`src/rtl/core/sih_pkg.sv`:
```
// shared types and constants for the string intern hash table
// no dependencies

package sih_pkg;

	localparam int TABLE_SIZE   = 1024;
	localparam int SLOT_W       = $clog2(TABLE_SIZE);
	localparam int CNT_W        = $clog2(TABLE_SIZE + 1);
	localparam int KEY_LEN_DEF  = 64;
	localparam int HASH_W       = 64;
	localparam int IDX_W        = 32;
	localparam int MULT_W       = 20;
	localparam logic [MULT_W-1:0] HASH_MULT = MULT_W'(1000003);
	localparam int PROBE_LIMIT  = TABLE_SIZE + 8;
	localparam int PROBE_W      = $clog2(PROBE_LIMIT + 1);
	localparam int FULL_W       = CNT_W + 2;
	localparam logic [FULL_W-1:0] FULL_MARK = FULL_W'(TABLE_SIZE * 2);

	typedef enum logic [1:0] {
		ST_FOUND = 2'd0,
		ST_NEW   = 2'd1,
		ST_FULL  = 2'd2,
		ST_LONG  = 2'd3
	} status_t;

	typedef struct packed {
		logic [7:0] key_char;
		logic       last_char;
	} key_item_t;

	typedef struct packed {
		status_t           status;
		logic [SLOT_W-1:0] slot_index;
		logic [CNT_W-1:0]  entry_count;
	} res_item_t;

	typedef struct packed {
		logic take_char;
		logic hash_step;
		logic probe_start;
		logic probe_step;
		logic latch_result;
		logic commit;
		logic clr_step;
	} sih_cmd_t;

	typedef struct packed {
		logic last_q;
		logic overflow;
		logic hit;
		logic bound;
		logic clr_last;
	} sih_sts_t;

endpackage

```
`src/rtl/core/sih_ctrl.sv`:
```
// sequencer for hashing, probing, commit and the table clearing pass
// depends on sih_pkg

module sih_ctrl
	import sih_pkg::*;
(
	input  logic     clk,
	input  logic     arst_n,
	input  logic     key_valid,
	output logic     key_ready,
	output logic     res_valid,
	input  logic     res_ready,
	input  sih_sts_t sts,
	output sih_cmd_t cmd
);

	typedef enum logic [5:0] {
		S_CLEAR = 6'b000001,
		S_IDLE  = 6'b000010,
		S_SUM   = 6'b000100,
		S_START = 6'b001000,
		S_PROBE = 6'b010000,
		S_DONE  = 6'b100000
	} state_t;

	state_t state_q, state_d;
	logic   out_valid_q;
	logic   out_free;

	assign key_ready = (state_q == S_IDLE);
	assign res_valid = out_valid_q;
	assign out_free  = !out_valid_q || res_ready;

	always_comb begin
		state_d = state_q;
		cmd     = '0;
		case (state_q)
			S_CLEAR: begin
				cmd.clr_step = 1'b1;
				if (sts.clr_last) begin
					state_d = S_IDLE;
				end
			end
			S_IDLE: begin
				if (key_valid) begin
					cmd.take_char = 1'b1;
					state_d       = S_SUM;
				end
			end
			S_SUM: begin
				cmd.hash_step = 1'b1;
				state_d       = sts.last_q ? S_START : S_IDLE;
			end
			S_START: begin
				if (sts.overflow) begin
					cmd.latch_result = 1'b1;
					state_d          = S_DONE;
				end else begin
					cmd.probe_start = 1'b1;
					state_d         = S_PROBE;
				end
			end
			S_PROBE: begin
				if (sts.hit || sts.bound) begin
					cmd.latch_result = 1'b1;
					state_d          = S_DONE;
				end else begin
					cmd.probe_step = 1'b1;
				end
			end
			S_DONE: begin
				if (out_free) begin
					cmd.commit = 1'b1;
					state_d    = S_IDLE;
				end
			end
			default: begin
				state_d = S_IDLE;
			end
		endcase
	end

	always_ff @(posedge clk or negedge arst_n) begin
		if (!arst_n) begin
			state_q     <= S_CLEAR;
			out_valid_q <= 1'b0;
		end else begin
			state_q <= state_d;
			if (cmd.commit) begin
				out_valid_q <= 1'b1;
			end else if (res_ready) begin
				out_valid_q <= 1'b0;
			end
		end
	end

	// a committed result shows on the output in the next cycle
	a_commit_shows: assert property (@(posedge clk) disable iff (!arst_n)
		cmd.commit |=> res_valid)
		else $error("committed result not presented");

	// no character is taken while a key is being resolved
	a_no_take_busy: assert property (@(posedge clk) disable iff (!arst_n)
		(state_q == S_PROBE || state_q == S_DONE) |-> !cmd.take_char)
		else $error("character taken during probe");

endmodule

```
`config.mk`:
```
export PLATFORM = sky130hd
export DESIGN_NAME = sih_ctrl
export DESIGN_NICKNAME = d
export VERILOG_FILES = /design/src/rtl/core/sih_pkg.sv /design/src/rtl/core/sih_ctrl.sv
export SDC_FILE = /design/constraint.sdc
export NUM_CORES = 1
export LEC_CHECK = 0
export ABC_AREA = 1
export CORE_AREA = 4 4 41 43
export CTS_BUF_LIST = sky130_fd_sc_hd__clkbuf_4 sky130_fd_sc_hd__clkbuf_8
export DETAILED_ROUTE_END_ITERATION = 10
export DIE_AREA = 0 0 45 47
export DONT_BUFFER_PORTS = 1
export PLACE_DENSITY = 0.48
export SLEW_MARGIN = 0
export SYNTH_ARGS = -nofsm -noshare
export SYNTH_HDL_FRONTEND = slang
export SYNTH_SLANG_ARGS = --single-unit
```
`constraint.sdc`:
```
create_clock -name clk -period 1.5 [get_ports clk]
set_input_delay 0.3 -clock clk [delete_from_list [all_inputs] [get_ports clk]]
set_output_delay 0.3 -clock clk [all_outputs]
set_load 0.02 [all_outputs]
```
Yosys cells after proc, flatten, opt, wreduce, memory -nomap -nowiden
Cells that the tools add are included.

cells by class
  reductions and logical operators = 5
  equality and inequality tests = 10
  muxes and demuxes = 22

operators by type and width
  operator            count
  $pmux 6 s6          1
  $mux 6              5
  $mux 1              14
  $ne 2x2->1 const B  4
  $eq 6x1->1 const B  1
  $eq 6x2->1 const B  1
  $eq 6x3->1 const B  1
  $eq 6x4->1 const B  1
  $eq 6x5->1 const B  1
  $eq 6x6->1 const B  1
  $mux 4              1
  $reduce_and 4->1    1
  $logic_or 1x1->1    2
  $pmux 1 s2          1
  $reduce_bool 2->1   1
  $logic_not 1->1     1

word-level totals
  word-level logic and storage cells = 39
  register bits after elaboration = 7
  output and inout port bits = 9

Longest topological paths before layout
Gate-level depths: netlist (run 1).

  depth in word-level cells = 5
  gate-level depth with buffers = 8

Least setup slack after synthesis (run 1)
No wires, ideal clock.

  path kind = reg2out
  start point = register state_q[2]
  end point = output cmd[2] (netlist name)
  data arrival time = 1.058 ns
  path slack = 0.142 ns
  required time = 1.200 ns
  cell stages (with the launch flop) = 5
  cell sequence = dfrtp_1 -> nor2_4 -> nand3_2 -> or2_1 -> nand2_1

RTL lines
  element                 RTL line        text
  start, declared         sih_ctrl.sv:26  state_t state_q, state_d;
  start signal, assigned  sih_ctrl.sv:88  state_q <= state_d;
  end, declared           sih_ctrl.sv:14  output sih_cmd_t cmd

==> flow_summary.json, run 1 <==
{
  "status": "complete, but fails checks",
  "violations": "setup timing",
  "netlist_instances": 62,
  "crit_fanout": 6,
  "hold_violations": 0,
  "critPathKind": "flip-flop to primary output",
  "root_buffer": "clkbuf_4",
  "power.density_mw_per_mm2": 1510,
  "cts_tree": "built",
  "pre_cts_ws_ns": 0.0828,
  "avgSynthCellArea_um2": 7.55,
  "synth-async-reset-ratio_pct": 100,
  "synth-seq-cells": 7,
  "rsz0062_at_grt": "true",
  "vias": 504,
  "post-route-period-util_pct": 108,
  "regArea_um2": 176,
  "finalMaxSlewViolations": 0,
  "dp_hpwl_um": 799,
  "ys_warn_count": 0,
  "die_h_um": 47,
  "finalSetupViolCount": 7,
  "start_util_pct": 36.0,
  "num_rows": 13,
  "place_inst": 82,
  "syn_nets": 71,
  "tritoncts.num_buffers": 3,
  "place.gp.congestion": 0.765,
  "path_cells": "nor2_4 -> nand3_2 -> or2_4 -> nand2_4",
  "crit_path_start_kind": "flip-flop",
  "antenna_found_initial": 0,
  "vias_per_cell": 4.80,
  "worstSkewPairLatency_ns": 0.25,
  "numClockSinks": 7,
  "ys_seq_area_share_pct": 37.7,
  "fp.dieW_um": 45,
  "htreeDepth": 1,
  "fin_skew_ns": 0.00213,
  "drt_iter0_drc": 5,
  "crit_family": "simple AND/OR/NAND/NOR gates",
  "antenna_cells": 0,
  "drv_cap": 0,
  "finalSetupTns_ns": -0.671,
  "cpPeakStageDelay_ns": 0.42,
  "required_ns": 1.20,
  "synth_cell_types": 18,
  "multi_input_area_um2": 292,
  "port_buffers": 0,
  "ios": 18,
  "remaining_drc_errors": 0,
  "arrival_ns": 1.32,
  "timing.slew.headroom_pct": 76.7,
  "fillerInstances": 129,
  "die_area_mm2": 0.00212,
  "tightestPinTransition_ns": 0.349,
  "critical_path_buf_inv_count": 0,
  "syn_area_um2": 468,
  "core_region_area_mm2": 0.00130,
  "power.leakage_nw": 0.406,
  "vdd_drop_max_uv": 927,
  "fmax_ghz": 0.615,
  "grt_max_degree": 8,
  "drtAntennaViolNets": 0,
  "final_cells": 105,
  "nNetsFinal": 100,
  "totalWireLength_mm": 1.26,
  "first_global_vias": 431,
  "drive_gt1_share_pct": 58.9,
  "hold_path_class": "primary input to flip-flop",
  "grt_first_pass_wirelength_mm": 1.81,
  "worst_slack_ns": -0.125,
  "synth-edff-count": 0,
  "wl_per_cell_um": 12.0,
  "track_usage_pct": 12.6,
  "first_pass_iters": 4,
  "overflow": 0,
  "fin_crit_ns": 1.62,
  "ys.flop_type": "dfrtp_1",
  "synthToLayoutAreaGrowth_pct": 65.8,
  "clock_path_buffers": 2,
  "slowest_stage": "dfrtp_1",
  "clk_pin_slew_ns": 0.05,
  "crit_path_end_kind": "primary output"
}
path summary, 6_finish.rpt:
| path | from | depth (start not counted) | end | slack (ns) |
|---|---|---|---|---|
| min | sts[3] | 1 | state_q[4]$_DFFE_PN0P_ | 0.14 |
| max | state_q[1]$_DFFE_PN0P_ | 4 | cmd[2] | -0.12 |
| max reg2reg | state_q[2]$_DFFE_PN0P_ | 9 | state_q[1]$_DFFE_PN0P_ | 0.06 |
| max in group asynchronous | arst_n | 1 | state_q[0]$_DFFE_PN1P_ | 0.81 |
| min in group asynchronous | arst_n | 1 | state_q[4]$_DFFE_PN0P_ | 0.39 |
| min reg2reg | res_valid$_DFFE_PN0P_ | 2 | res_valid$_DFFE_PN0P_ | 0.55 |
where the power goes:
group          total [mW]  internal [mW]  switching (mW)
clock network       0.191          0.120          0.0712
logic               0.724          0.356           0.369
registers           0.258          0.221          0.0368
cell usage in the layout, fill, tap and decap left out, drive strengths merged:
master / count
dfrtp: 6
dlygate4sd3: 1
dfstp: 1
nand3: 6
nand4: 5
nor2: 17
nand2: 8
buf: 23
inv: 14
o21ai: 3
or2: 1
and3: 1
clkbuf: 4
routing by layer:
layer	GRT usage [%]	vias up	share of wire, %	wire length [um]
li1	-	249	-	-
met1	12.0	238	39	487
met2	22.0	15	53	664
met3	7.28	2	7.7	97
met4	5.26	0	0.95	12
met5	0	-	0	0
cell usage after synthesis (3+ instances only):
library cell / number / share of area [%]
nand3_2: 3 / 6.4
dfrtp_1: 6 / 32
nor2_1: 10 / 8.0
nand2_1: 7 / 5.6
nand3_1: 3 / 3.2
inv_1: 10 / 8.0
inv_2: 3 / 2.4
nand4_1: 5 / 6.7
nor2_4: 3 / 7.2
nor2_2: 4 / 5.3
final cells by class:
class	count	area share, %
multi-input cells	41	37.6
inverters	14	7.42
clock buffers	4	3.87
flip-flops and latches	7	22.7
well taps	15	2.42
repair buffers	24	26.0
state kept, by name, summed over array words and instances (netlist names):
name,count
res_valid,1
state_q,6
kinds of logic (layout without fill, tap and decap cells):
group           after synthesis  in the layout  share of synthesized area [%]
compound gates                3              3                           4.01
buf+inv                      14             42                           11.5
flops                         7              7                           37.7
simple gates                 38             38                           46.8
stage by stage:
step	instance area [um^2]	power, mW	util, %	hold slack (ns)
2_1_floorplan	468	0.551	-	0.00441
3_3_place_gp	524	0.630	40.3	0.00463
3_5_place_dp	524	0.631	40.3	0.00461
4_1_cts	634	0.941	48.8	0.137
5_1_grt	776	1.25	59.6	0.131
6_report	776	1.17	59.6	0.136
what timing repair did:
action / CTS / global route
hold buffers: 1 / 0
pin swaps: 4 / 9
setup endpoints to repair: 7 / 8
buffers inserted: 7 / 11
gates resized for setup: 6 / 15
endpoints found under the hold margin: 7 / 0
Power figures use the tool's default switching activity.
==> inputs of run 2 (changes only) <==
==> constraint.sdc (replaced) <==
create_clock -name clk -period 2 [get_ports clk]
set_input_delay 0.1 -clock clk [delete_from_list [all_inputs] [get_ports clk]]
set_output_delay 0.1 -clock clk [all_outputs]
set_load 0.02 [all_outputs]
==> flow_summary.json, run 2 (synthesized netlist as in run 1, its figures left out) <==
{
  "status": "finished, final reports clean",
  "num_rows": 13,
  "antenna_found_initial": 0,
  "cts_tree": "built",
  "top_register": "state_q",
  "switching_share_pct": 45.9,
  "timing.slew.headroom_pct": 74.4,
  "power.leakage_nw": 0.313,
  "root_buffer": "clkbuf_4",
  "htreeDepth": 1,
  "reg2reg_slack_ns": 0.78,
  "r2r_cells": 6,
  "crit_path_start_kind": "flip-flop",
  "power.internal_mw": 0.320,
  "worstSkewPairLatency_ns": 0.26,
  "die_area_mm2": 0.00212,
  "crit_fanout": 8,
  "reg2reg_from": "state_q[2]$_DFFE_PN0P_",
  "fmax_ghz": 0.647,
  "vdd_drop_max_uv": 484,
  "dp_hpwl_um": 794,
  "finalSetupTns_ns": 0,
  "required_ns": 1.90,
  "place.gp.congestion": 0.829,
  "crit_path_end_kind": "primary output",
  "fin_skew_ns": 0.0106,
  "synthToLayoutAreaGrowth_pct": 22.7,
  "hold_violations": 0,
  "arrival_ns": 1.45,
  "final_cell_mix": "inv_1 (10), nor2_1 (10), nand2_1 (7)",
  "grt_max_degree": 9,
  "die_h_um": 47,
  "fp.dieW_um": 45,
  "clock_path_buffers": 2,
  "whs_path_depth": 2,
  "clkPwrFrac_pct": 22.5,
  "port_buffers": 0,
  "combinationalPowerShare_pct": 43.9,
  "drtAntennaViolNets": 0,
  "overflow": 0,
  "first_global_vias": 413,
  "track_usage_pct": 12.0,
  "largest_reg_flops": 6,
  "wl_per_cell_um": 11.9,
  "drt_iter0_drc": 5,
  "numClockSinks": 7,
  "critPathKind": "flip-flop to primary output",
  "regToRegEndpoint": "state_q[1]$_DFFE_PN0P_",
  "rsz0062_at_grt": "false",
  "switching_power_mw": 0.272,
  "vias_per_cell": 4.69,
  "ctsHoldBuffers": 6,
  "cts_repair_resize_count": 0,
  "ios": 18,
  "drive_gt1_share_pct": 30.6,
  "first_pass_iters": 4,
  "hp-start": "sts[3]",
  "drv_cap": 0,
  "remaining_drc_errors": 0,
  "power.density_mw_per_mm2": 1030,
  "power_frac_seq_pct": 33.6,
  "fin_crit_ns": 1.55,
  "vias": 408,
  "start_util_pct": 36.0,
  "hold_path_class": "primary input to flip-flop",
  "antenna_cells": 0,
  "cts_setup_buffers": 0,
  "nNetsFinal": 82,
  "grt_first_pass_wirelength_mm": 1.76,
  "clk_pin_slew_ns": 0.06,
  "finalSetupViolCount": 0,
  "post-route-period-util_pct": 77.3,
  "hold_end": "state_q[5]$_DFFE_PN0P_",
  "tightestPinTransition_ns": 0.383,
  "tritoncts.num_buffers": 3,
  "finalMaxSlewViolations": 0,
  "power_mw": 0.593,
  "totalWireLength_mm": 1.04,
  "core_region_area_mm2": 0.00130
}
## run 2: how the worst max path moves through the flow
stage / from / endpoint / slack [ns] / cells past startpoint
finish: state_q[2]$_DFFE_PN0P_ / cmd[2] / 0.45 / 4
global route: state_q[2]$_DFFE_PN0P_ / cmd[2] / 0.34 / 4
CTS: state_q[2]$_DFFE_PN0P_ / cmd[2] / 0.44 / 4
detailed placement: state_q[2]$_DFFE_PN0P_ / cmd[2] / 0.74 / 4
global placement: state_q[2]$_DFFE_PN0P_ / cmd[2] / 0.73 / 4
floorplan: state_q[2]$_DFFE_PN0P_ / cmd[2] / 0.84 / 4
## run 2: critical path: stages (launching register included)
cell	delay, ns
dfrtp_1	0.43
nor2_4	0.23
nand3_2	0.11
or2_1	0.23
nand2_1	0.17
## run 2: layer usage
| metal | routed length [um] | vias up | global-route usage [%] | share of wire [%] |
|---|---|---|---|---|
| met2 | 488 | 15 | 18.6 | 47 |
| met3 | 80 | 2 | 6.90 | 7.7 |
| li1 | - | 214 | - | - |
| met1 | 458 | 177 | 13.4 | 44 |
| met5 | 0 | - | 0 | 0 |
| met4 | 10 | 0 | 5.26 | 0.96 |
## run 2: power by group through the flow
stage / Sequential [mW] / Clock (mW) / Combinational (mW)
finish: 0.199 / 0.133 / 0.260
global route: 0.202 / 0.152 / 0.294
CTS: 0.199 / 0.141 / 0.264
detailed placement: 0.202 / 0 / 0.251
global placement: 0.201 / 0 / 0.253
floorplan: 0.198 / 0 / 0.216
## run 2: per-stage QoR
| step | setup slack (ns) | instance area [um^2] | util [%] | std cells | hold WS (ns) |
|---|---|---|---|---|---|
| after floorplan | 0.842 | 468 | - | 62 | -0.196 |
| after global placement | 0.729 | 487 | 37.4 | 77 | -0.195 |
| after detailed placement | 0.736 | 487 | 37.4 | 77 | -0.195 |
| after CTS | 0.444 | 574 | 44.1 | 87 | 0.0572 |
| after global routing | 0.344 | 574 | 44.1 | 87 | 0.0803 |
| final | 0.455 | 574 | 44.1 | 87 | 0.0623 |
## run 2: layout make-up
class | count | area [um^2]
multi-input cells | 41 | 238
repair buffers | 6 | 60.1
clock inverters | 1 | 5.00
fillers | 146 | 727
well taps | 15 | 18.8
inverters | 14 | 53.8
flip-flops and latches | 7 | 176
clock buffers | 3 | 22.5
